`src/rtl/core/protobuf_field_encoder_top_defines.svh`:
```
// Assertion macros shared by the protobuf field encoder modules.
`ifndef PROTOBUF_FIELD_ENCODER_TOP_DEFINES_SVH
`define PROTOBUF_FIELD_ENCODER_TOP_DEFINES_SVH

`ifndef SYNTHESIS

// Checks a property on every rising clock edge outside of reset.
`define PFE_ASSERT(lbl, clk, rst, prop) \
   lbl: assert property (@(posedge clk) disable iff (rst) (prop)) \
      else $error("protobuf field encoder assertion failed");

// Checks that a condition never holds outside of reset.
`define PFE_ASSERT_NEVER(lbl, clk, rst, cond) \
   lbl: assert property (@(posedge clk) disable iff (rst) !(cond)) \
      else $error("protobuf field encoder forbidden condition seen");

`else

`define PFE_ASSERT(lbl, clk, rst, prop)
`define PFE_ASSERT_NEVER(lbl, clk, rst, cond)

`endif

`endif

```
`src/rtl/core/pfe_pkg.sv`:
```
// Types, codes and helper functions of the protobuf field encoder.
package pfe_pkg;

   // Operation codes of an input transaction.
   typedef enum logic [1:0] {
      OP_VARINT  = 2'd0,
      OP_HEADER  = 2'd1,
      OP_PAYLOAD = 2'd2,
      OP_CLEAR   = 2'd3
   } op_type;

   // Status codes reported on every result.
   typedef enum logic [1:0] {
      ST_OK       = 2'd0,
      ST_BAD_FIELD = 2'd1,
      ST_NO_ROOM  = 2'd2,
      ST_SEQUENCE = 2'd3
   } status_type;

   // Work kinds handed from the front end to the emitter.
   typedef enum logic [1:0] {
      KIND_SINGLE = 2'd0,
      KIND_BYTE   = 2'd1,
      KIND_FIELD  = 2'd2
   } kind_type;

   localparam int unsigned WIRE_VARINT = 0;
   localparam int unsigned WIRE_LEN    = 2;

   // One classified transaction waiting for the emitter.
   typedef struct packed {
      kind_type    kind;
      status_type  status;
      logic [31:0] key;
      logic [2:0]  key_len;
      logic [63:0] value;
      logic [3:0]  val_len;
      logic [7:0]  payload;
      logic [15:0] committed;
   } cmd_type;

   // Number of LEB128 bytes needed for a 64-bit value.
   function automatic logic [3:0] leb_len(input logic [63:0] v);
      logic [3:0] n;
      n = 4'd1;
      for (int i = 1; i < 10; i++) begin
         if ((v >> (7 * i)) != 64'd0) begin
            n = 4'(i + 1);
         end
      end
      return n;
   endfunction

endpackage

```
`src/rtl/core/pfe_front.sv`:
```
// Front end: holds capacity and message state, classifies each transaction.
module pfe_front (
   input  logic             clock,
   input  logic             reset,
   input  logic             csr_wr_en,
   input  logic [15:0]      csr_wr_data,
   input  logic             accept,
   input  logic [1:0]       req_op,
   input  logic [31:0]      req_field_number,
   input  logic [63:0]      req_value,
   input  logic [7:0]       req_payload_byte,
   output pfe_pkg::cmd_type cmd
);
   import pfe_pkg::*;

   logic [15:0] capacity_ff, capacity_in;
   logic [15:0] committed_ff, committed_in;
   logic [15:0] pending_ff, pending_in;

   op_type      op;
   logic [31:0] key;
   logic [3:0]  key_len_full;
   logic [3:0]  val_len;
   logic [15:0] avail;
   logic [4:0]  prefix;
   logic [15:0] room_left;
   logic        bad_field;
   logic        no_room;

   // Key, encoded lengths and the room check.
   always_comb begin
      op           = op_type'(req_op);
      key          = {req_field_number[28:0], 3'b000}
                     | ((op == OP_HEADER) ? 32'(WIRE_LEN) : 32'(WIRE_VARINT));
      key_len_full = leb_len({32'd0, key});
      val_len      = leb_len(req_value);
      avail        = (capacity_ff > committed_ff) ? (capacity_ff - committed_ff) : 16'd0;
      prefix       = {2'b00, key_len_full[2:0]} + {1'b0, val_len};
      room_left    = avail - {11'd0, prefix};
      bad_field    = (req_field_number == 32'd0) || (req_field_number[31:29] != 3'd0);
      no_room      = ({11'd0, prefix} > avail)
                     || ((op == OP_HEADER)
                         && ((req_value[63:16] != 48'd0) || (req_value[15:0] > room_left)));
   end

   // Classification and next message state.
   always_comb begin
      committed_in      = committed_ff;
      pending_in        = pending_ff;
      cmd.kind          = KIND_SINGLE;
      cmd.status        = ST_OK;
      cmd.key           = key;
      cmd.key_len       = key_len_full[2:0];
      cmd.value         = req_value;
      cmd.val_len       = val_len;
      cmd.payload       = req_payload_byte;
      unique case (op)
         OP_CLEAR: begin
            committed_in = 16'd0;
            pending_in   = 16'd0;
         end
         OP_PAYLOAD: begin
            if (pending_ff == 16'd0) begin
               cmd.status = ST_SEQUENCE;
            end else begin
               cmd.kind     = KIND_BYTE;
               committed_in = committed_ff + 16'd1;
               pending_in   = pending_ff - 16'd1;
            end
         end
         default: begin
            if (pending_ff != 16'd0) begin
               cmd.status = ST_SEQUENCE;
            end else if (bad_field) begin
               cmd.status = ST_BAD_FIELD;
            end else if (no_room) begin
               cmd.status = ST_NO_ROOM;
            end else begin
               cmd.kind     = KIND_FIELD;
               committed_in = committed_ff + {11'd0, prefix};
               if (op == OP_HEADER) begin
                  pending_in = req_value[15:0];
               end
            end
         end
      endcase
      cmd.committed = committed_in;
   end

   assign capacity_in = csr_wr_en ? csr_wr_data : capacity_ff;

   // Configuration and message state registers.
   always_ff @(posedge clock) begin
      if (reset) begin
         capacity_ff  <= 16'hFFFF;
         committed_ff <= 16'd0;
         pending_ff   <= 16'd0;
      end else begin
         capacity_ff <= capacity_in;
         if (accept) begin
            committed_ff <= committed_in;
            pending_ff   <= pending_in;
         end
      end
   end

endmodule

```
`src/rtl/core/pfe_queue.sv`:
```
// Two-entry queue of classified transactions between front end and emitter.
`include "protobuf_field_encoder_top_defines.svh"

module pfe_queue (
   input  logic             clock,
   input  logic             reset,
   input  logic             push,
   input  pfe_pkg::cmd_type push_cmd,
   input  logic             pop,
   output pfe_pkg::cmd_type pop_cmd,
   output logic             full,
   output logic             not_empty
);
   import pfe_pkg::*;

   cmd_type    entries_ff [2];
   logic       wr_ptr_ff, wr_ptr_in;
   logic       rd_ptr_ff, rd_ptr_in;
   logic [1:0] count_ff, count_in;

   assign full      = (count_ff == 2'd2);
   assign not_empty = (count_ff != 2'd0);
   assign pop_cmd   = entries_ff[rd_ptr_ff];

   // Pointer and fill count updates.
   always_comb begin
      wr_ptr_in = push ? ~wr_ptr_ff : wr_ptr_ff;
      rd_ptr_in = pop ? ~rd_ptr_ff : rd_ptr_ff;
      count_in  = count_ff + {1'b0, push} - {1'b0, pop};
   end

   always_ff @(posedge clock) begin
      if (reset) begin
         wr_ptr_ff <= 1'b0;
         rd_ptr_ff <= 1'b0;
         count_ff  <= 2'd0;
      end else begin
         wr_ptr_ff <= wr_ptr_in;
         rd_ptr_ff <= rd_ptr_in;
         count_ff  <= count_in;
      end
   end

   // Entry storage.
   always_ff @(posedge clock) begin
      if (push) begin
         entries_ff[wr_ptr_ff] <= push_cmd;
      end
   end

   `PFE_ASSERT_NEVER(a_no_push_when_full, clock, reset, push && full)
   `PFE_ASSERT_NEVER(a_no_pop_when_empty, clock, reset, pop && !not_empty)
   `PFE_ASSERT(a_count_bound, clock, reset, count_ff != 2'd3)

endmodule

```
`src/rtl/core/pfe_back.sv`:
```
// Emitter: turns a classified transaction into result bytes, one per cycle while the result is not stalled.
`include "protobuf_field_encoder_top_defines.svh"

module pfe_back (
   input  logic             clock,
   input  logic             reset,
   input  logic             cmd_valid,
   input  pfe_pkg::cmd_type cmd,
   output logic             pop,
   output logic             rsp_valid,
   input  logic             rsp_stall,
   output logic [7:0]       rsp_out_byte,
   output logic             rsp_byte_valid,
   output logic             rsp_last,
   output logic [1:0]       rsp_status,
   output logic [15:0]      rsp_committed
);
   import pfe_pkg::*;

   // Working copy of the transaction being emitted.
   logic        busy_ff, busy_in;
   kind_type    kind_ff;
   status_type  status_ff;
   logic [31:0] key_ff, key_in;
   logic [2:0]  key_cnt_ff, key_cnt_in;
   logic [63:0] val_ff, val_in;
   logic [3:0]  val_cnt_ff, val_cnt_in;
   logic [7:0]  byte_ff;
   logic [15:0] comm_ff;

   // Result register.
   logic        rsp_valid_ff, rsp_valid_in;
   logic [7:0]  out_byte_ff;
   logic        byte_valid_ff;
   logic        last_ff;
   logic [1:0]  status_out_ff;
   logic [15:0] committed_out_ff;

   logic        out_free;
   logic        emit;
   logic        last_c;
   logic [7:0]  byte_c;

   assign out_free = !rsp_valid_ff || !rsp_stall;
   assign emit     = busy_ff && out_free;
   assign pop      = !busy_ff && cmd_valid;
   assign last_c   = (kind_ff != KIND_FIELD) || ((key_cnt_ff == 3'd0) && (val_cnt_ff == 4'd1));

   // Byte selection: key bytes first, then value bytes, with continuation bits; or the payload byte.
   always_comb begin
      case (kind_ff)
         KIND_BYTE:  byte_c = byte_ff;
         KIND_FIELD: begin
            if (key_cnt_ff != 3'd0) begin
               byte_c = {key_cnt_ff != 3'd1, key_ff[6:0]};
            end else begin
               byte_c = {val_cnt_ff != 4'd1, val_ff[6:0]};
            end
         end
         default:    byte_c = 8'd0;
      endcase
   end

   // Next working state.
   always_comb begin
      busy_in    = busy_ff;
      key_in     = key_ff;
      key_cnt_in = key_cnt_ff;
      val_in     = val_ff;
      val_cnt_in = val_cnt_ff;
      if (pop) begin
         busy_in    = 1'b1;
         key_in     = cmd.key;
         key_cnt_in = cmd.key_len;
         val_in     = cmd.value;
         val_cnt_in = cmd.val_len;
      end else if (emit) begin
         if (last_c) begin
            busy_in = 1'b0;
         end else if (key_cnt_ff != 3'd0) begin
            key_in     = key_ff >> 7;
            key_cnt_in = key_cnt_ff - 3'd1;
         end else begin
            val_in     = val_ff >> 7;
            val_cnt_in = val_cnt_ff - 4'd1;
         end
      end
   end

   assign rsp_valid_in = emit ? 1'b1 : (rsp_stall ? rsp_valid_ff : 1'b0);

   // Control registers.
   always_ff @(posedge clock) begin
      if (reset) begin
         busy_ff      <= 1'b0;
         rsp_valid_ff <= 1'b0;
      end else begin
         busy_ff      <= busy_in;
         rsp_valid_ff <= rsp_valid_in;
      end
   end

   // Payload registers.
   always_ff @(posedge clock) begin
      key_ff     <= key_in;
      key_cnt_ff <= key_cnt_in;
      val_ff     <= val_in;
      val_cnt_ff <= val_cnt_in;
      if (pop) begin
         kind_ff   <= cmd.kind;
         status_ff <= cmd.status;
         byte_ff   <= cmd.payload;
         comm_ff   <= cmd.committed;
      end
      if (emit) begin
         out_byte_ff      <= byte_c;
         byte_valid_ff    <= (kind_ff != KIND_SINGLE);
         last_ff          <= last_c;
         status_out_ff    <= status_ff;
         committed_out_ff <= comm_ff;
      end
   end

   assign rsp_valid      = rsp_valid_ff;
   assign rsp_out_byte   = out_byte_ff;
   assign rsp_byte_valid = byte_valid_ff;
   assign rsp_last       = last_ff;
   assign rsp_status     = status_out_ff;
   assign rsp_committed  = committed_out_ff;

   `PFE_ASSERT(a_empty_result_is_last, clock, reset,
      (rsp_valid_ff && !byte_valid_ff) |-> last_ff)
   `PFE_ASSERT(a_field_has_bytes_left, clock, reset,
      (busy_ff && kind_ff == KIND_FIELD) |-> (key_cnt_ff != 3'd0 || val_cnt_ff != 4'd0))
   `PFE_ASSERT(a_last_frees_emitter, clock, reset, (emit && last_c) |=> !busy_ff)

endmodule

```
`src/rtl/core/protobuf_field_encoder_top.sv`:
```
// Protobuf field encoder: serializes wire-format fields into a bounded buffer.
//
// Input channel (req_*): one transaction per valid/stall handshake carries an
// op (varint field, length-delimited header, payload byte, clear), a field
// number, a 64-bit value and a payload byte. Result channel (rsp_*): one
// transaction per output byte; a failing or clear transaction gives a single
// result with rsp_byte_valid low. rsp_last marks the final result of a
// transaction. csr_wr_en/csr_wr_data set the buffer capacity; write it only
// while the block is idle.
// A transaction is classified in the cycle it is accepted and waits in a
// two-entry queue; the emitter loads it and then sends one byte per cycle
// while the result is not stalled, and takes the next transaction only after
// the last result of the current one has gone into the result register.
// The front end keeps accepting while the queue has room, also while a result
// waits on rsp_stall; a stalled result holds its value.
// Reset clears the queue, the committed count and the owed payload count and
// sets capacity to 65535.
module protobuf_field_encoder_top (
   input  logic        clock,
   input  logic        reset,
   input  logic        csr_wr_en,
   input  logic [15:0] csr_wr_data,
   input  logic        req_valid,
   output logic        req_stall,
   input  logic [1:0]  req_op,
   input  logic [31:0] req_field_number,
   input  logic [63:0] req_value,
   input  logic [7:0]  req_payload_byte,
   output logic        rsp_valid,
   input  logic        rsp_stall,
   output logic [7:0]  rsp_out_byte,
   output logic        rsp_byte_valid,
   output logic        rsp_last,
   output logic [1:0]  rsp_status,
   output logic [15:0] rsp_committed
);
   import pfe_pkg::*;

   cmd_type front_cmd;
   cmd_type queue_cmd;
   logic    accept;
   logic    q_full;
   logic    q_not_empty;
   logic    q_pop;

   // A transaction is taken whenever the queue has a free entry.
   assign req_stall = q_full;
   assign accept    = req_valid && !q_full;

   pfe_front u_front (
      .clock            (clock),
      .reset            (reset),
      .csr_wr_en        (csr_wr_en),
      .csr_wr_data      (csr_wr_data),
      .accept           (accept),
      .req_op           (req_op),
      .req_field_number (req_field_number),
      .req_value        (req_value),
      .req_payload_byte (req_payload_byte),
      .cmd              (front_cmd)
   );

   pfe_queue u_queue (
      .clock     (clock),
      .reset     (reset),
      .push      (accept),
      .push_cmd  (front_cmd),
      .pop       (q_pop),
      .pop_cmd   (queue_cmd),
      .full      (q_full),
      .not_empty (q_not_empty)
   );

   pfe_back u_back (
      .clock          (clock),
      .reset          (reset),
      .cmd_valid      (q_not_empty),
      .cmd            (queue_cmd),
      .pop            (q_pop),
      .rsp_valid      (rsp_valid),
      .rsp_stall      (rsp_stall),
      .rsp_out_byte   (rsp_out_byte),
      .rsp_byte_valid (rsp_byte_valid),
      .rsp_last       (rsp_last),
      .rsp_status     (rsp_status),
      .rsp_committed  (rsp_committed)
   );

endmodule
```
`config.mk`:
```
export PLATFORM = sky130hd
export DESIGN_NAME = protobuf_field_encoder_top
export DESIGN_NICKNAME = d
export VERILOG_FILES = /design/src/rtl/core/pfe_pkg.sv /design/src/rtl/core/pfe_front.sv /design/src/rtl/core/pfe_queue.sv /design/src/rtl/core/pfe_back.sv /design/src/rtl/core/protobuf_field_encoder_top.sv
export VERILOG_INCLUDE_DIRS = /design/src /design/src/rtl/core
export SDC_FILE = /design/constraint.sdc
export NUM_CORES = 1
export LEC_CHECK = 0
export BUFFER_PORTS_ARGS = -buffer_cell sky130_fd_sc_hd__buf_2
export CAP_MARGIN = 20
export CORE_ASPECT_RATIO = 1.4
export CORE_UTILIZATION = 50
export CTS_CLUSTER_SIZE = 30
export DETAILED_ROUTE_END_ITERATION = 6
export HOLD_SLACK_MARGIN = 0.05
export PLACE_DENSITY_LB_ADDON = 0.05
export SLEW_MARGIN = 20
export SYNTH_ARGS = -nofsm -noshare
export SYNTH_HDL_FRONTEND = slang
export SYNTH_SLANG_ARGS = --single-unit
export TNS_END_PERCENT = 10
```
`constraint.sdc`:
```
create_clock -name clock -period 11.7 [get_ports clock]
set_clock_uncertainty 0.15 [all_clocks]
set_input_delay 0.585 -clock clock [delete_from_list [all_inputs] [get_ports clock]]
set_output_delay 0.585 -clock clock [all_outputs]
set_load 0.03 [all_outputs]
```
==> results summary <==
The run finished with clean final reports. The non-filler instance count after layout is 2,357. The TritonCTS buffer count came out at 46. edfxtp_1 is the most common cell in the netlist. In this run, post-CTS repair resized a total of 0 instances.

The number of pins with negative max-slew slack in the final report is 0. Summed over all layers, the global routing overflow is 0. By area the synthesized netlist is led by edfxtp_1, mux2i_1, dfxtp_1. The global-route wire length before repair came out at 77.7 mm. The final routed DRC violation total came out at 0. By count the netlist is led by edfxtp_1, nand2_1, o21ai_0, mux2i_1, nor2_1. Across the VDD grid, the largest voltage drop is 0.145 mV. The die width is 176 µm. The fraction of power spent switching nets came out at 31.6%.

In the final routed layout, each cell accounts on average for 21.7 µm. The cell-internal power came out at 3.66 mW. The area growth from synthesis to final layout is 13.3%. The share of post-route cells with drive strength above 1 came out at 16.9%. The count of buffers inserted at the top-level ports came out at 156.

The worst setup path is launched from an input port. The share of the cycle needed by the critical path after routing is 77.4%. In this run the tightest slew margin relative to its limit is 29.6%. The share of total power dissipated in sequential elements is 48.7%. The number of different library cells in the post-synthesis netlist is 81. The number of synthesized register bits came out at 472. The core region is 41,400 µm². The maximum number of pins on one net before global-route repair came out at 102. The global router's overall resource usage came out at 23.8%. The vertical extent of the die came out at 245 µm. The data required time of the worst path is 11.85 ns. The number of H-tree levels is 2. The clock period could shrink to 9.06 ns.

In this run the cell area of the synthesized design comes to 21,100 µm². The number of nets produced by synthesis came out at 1,820. The cell leakage power is 8.63 nW. STA classifies the critical path endpoint as a flop. The number of antenna violations at the first check in global routing is 0. After synthesis, the largest family of logic cells by area is compound AO/OA/AOI/OAI gates. The async set-reset flop share out of synthesis is 0%. The number of detailed-route iterations in the first pass came out at 6. The top cell type by area accounts for 59.2% of the synthesized area. The global placement routability congestion came out at 0.912. The peak per-stage delay on the critical path came out at 0.57 ns. Of the total synthesized cell area, the portion taken by full adders, half adders and majority gates is 3.75%. Data on the critical path arrives at its endpoint at 9.20 ns. The TritonCTS sink count came out at 472.

The final-layout fill cell count is 3,482. The number of synthesized flops with an enable pin came out at 417. The mean instance size in the synthesized netlist is 13.0 µm². Row generation in the floorplan step produced 88 rows. The part of the power in the clock network came out at 26.2%. The synthesized netlist cell count is 1,632. The vias per cell came out at 5.78. edfxtp_1 takes more of the synthesized area than any other cell. The sequential element share of the synthesized area came out at 64.5%. In this run the power density over the cells is 223 nW/µm². The number of hold-repair buffers added at the cts stage came out at 5. The initial DRC count came out at 848. In the final timing run, aggregate negative setup slack is 0 ns. The number of failing setup endpoints in the final timing report is 0. The clock-pin transition on the worst setup and hold timing paths is 0.07 ns. The proportion of synthesized area in mux cells came out at 7.28%. The hold violation count in the final report is 0. The via count of the first global-routing pass is 13,600. The effective utilization at floorplan is 51.1%. The instance count after placement with tap cells included is 2,266. The largest buffer count on any clock path came out at 3. The compound-gate portion of the synthesized area is 11.2%.

The number of warning messages in the yosys log came out at 0. The number of maximum-capacitance violations came out at 0. Setup repair after global routing left no endpoint under its margin. The sequential cells in the finished layout cover a total of 13,600 µm².

Wires add up to 51.1 mm. The number of antenna-violating nets in the routed design came out at 0. The tree is rooted in a clkbuf_16.

In this run, the combinational gates consume 25.1% of the power. The synthesized netlist devotes 1.45% of its cell area to XOR and XNOR gates. The area used by multi-input combinational logic came out at 7030 µm². The top-level port count came out at 157. The buffer count from post-CTS setup fixing is 0. Summed over all nets, the half-perimeter wirelength after detailed placement is 35.1 mm.

The die covers 43,100 µm². The largest fanout of any net on the critical path came out at 10. The area share of and/or/nand/nor cells after synthesis came out at 9.42%. Based on the critical path, the design can be clocked at up to 110 MHz. The worst setup path is of the in -> reg kind. The clock reaches the later pin of the worst-skew pair after 0.56 ns.

The classification of the worst-slack hold path is in -> reg. Among all flip-flop cells after synthesis, the most frequent one is edfxtp_1. For this run, the post-layout net count is 1,968. The clock tree from TritonCTS is yes. The transition at the pin with the smallest max-transition slack is 1.05 ns. Among all stages on the critical path, the largest delay is contributed by a211oi_4.

The routed via count is 13,600. The net switching power came out at 1.69 mW.
## worst paths after layout
check / start / end / slack, ns / cells past startpoint
worst max-delay path: req_value[49] / u_queue.entries_ff[0][7] / 2.64 / 33
worst min-delay path: req_field_number[3] / u_queue.entries_ff[0][101] / 0.08 / 1
worst max register to register: u_front.committed_ff[0] / u_queue.entries_ff[0][7] / 3.53 / 30
worst min register to register: u_back.comm_ff[11] / u_back.rsp_committed[11] / 0.27 / 0
## per-stage QoR
stage                     hold WS [ns]  area, µm²  power (mW)  setup slack (ns)  util [%]
final                           0.0779      24000        5.35              2.64      57.9
after global routing            0.0556      24000        5.64              2.12      57.9
after CTS                       0.0507      23900        5.41              2.67      57.8
after detailed placement         0.255      22500        4.00              2.10      54.2
after global placement           0.253      22400        3.97              2.31      54.2
after floorplan                  0.250      21100        3.56              3.87         -
## critical path, delay by kind of cell
family          cells  cell delay (ns)
compound gates     16             4.19
xor+xnor            1             0.21
fa+ha+maj           4             1.32
simple gates        8             2.38
buf+inv             4             0.49
## state kept, by name, summed over array words and instances (netlist names), 2 cells and up, named ones only
register,cells
u_queue.entries_ff,258
u_back.val_ff,64
u_back.key_ff,32
u_back.comm_ff,16
u_back.rsp_committed,16
u_front.capacity_ff,16
u_front.committed_ff,16
u_front.pending_ff,16
u_back.byte_ff,8
u_back.rsp_out_byte,8
u_back.val_cnt_ff,4
u_back.key_cnt_ff,3
u_back.kind_ff,2
u_back.rsp_status,2
u_back.status_ff,2
u_queue.count_ff,2
## layout make-up
class | instances | share of cell area (%)
tap | 540 | 2.82
inverter | 53 | 0.830
clock inverter | 22 | 0.721
clock buffer | 62 | 5.22
multi-input combinational | 1027 | 29.4
sequential | 472 | 56.9
timing repair buffer | 180 | 4.15
antenna | 1 | 0.0104
## routing by layer
layer / global-route usage (%) / part of all wire, % / vias up / wire length (µm)
met2: 43.8 / 53 / 367 / 27300
met3: 2.80 / 4.0 / 99 / 2020
li1: - / - / 6445 / -
met5: 0 / 0 / - / 0
met1: 27.9 / 39 / 6705 / 19900
met4: 9.67 / 3.7 / 0 / 1870
## power groups by stage
stage / Sequential, mW / Clock [mW] / Combinational (mW)
6_report: 2.61 / 1.40 / 1.34
5_1_grt: 2.65 / 1.50 / 1.49
4_1_cts: 2.62 / 1.44 / 1.36
3_5_place_dp: 2.65 / 0 / 1.35
3_3_place_gp: 2.63 / 0 / 1.33
2_1_floorplan: 2.68 / 0 / 0.883
## cell usage in the layout, fill, tap and decap left out, types with 12 or more instances in the layout
master / n
a211oi_1: 15
inv_1: 49
o21ai_0: 121
xor2_1: 16
nor2b_1: 20
a21oi_1: 74
mux2i_1: 121
a21o_1: 18
buf_4: 18
edfxtp_1: 417
and2_1: 16
nand3_1: 18
nor3_1: 27
mux2_2: 29
nor4_1: 19
buf_2: 156
xnor2_1: 19
ha_1: 57
nor2_1: 84
dfxtp_1: 54
clkbuf_16: 46
nand2_1: 177
clkbuf_1: 12
## cell families after synthesis
| group | count (synthesis) |
|---|---|
| flops | 472 |
| mux | 150 |
| xor+xnor | 35 |
| fa+ha+maj | 61 |
| buf+inv | 133 |
| compound gates | 356 |
| simple gates | 425 |
Power figures use the tool's default switching activity.
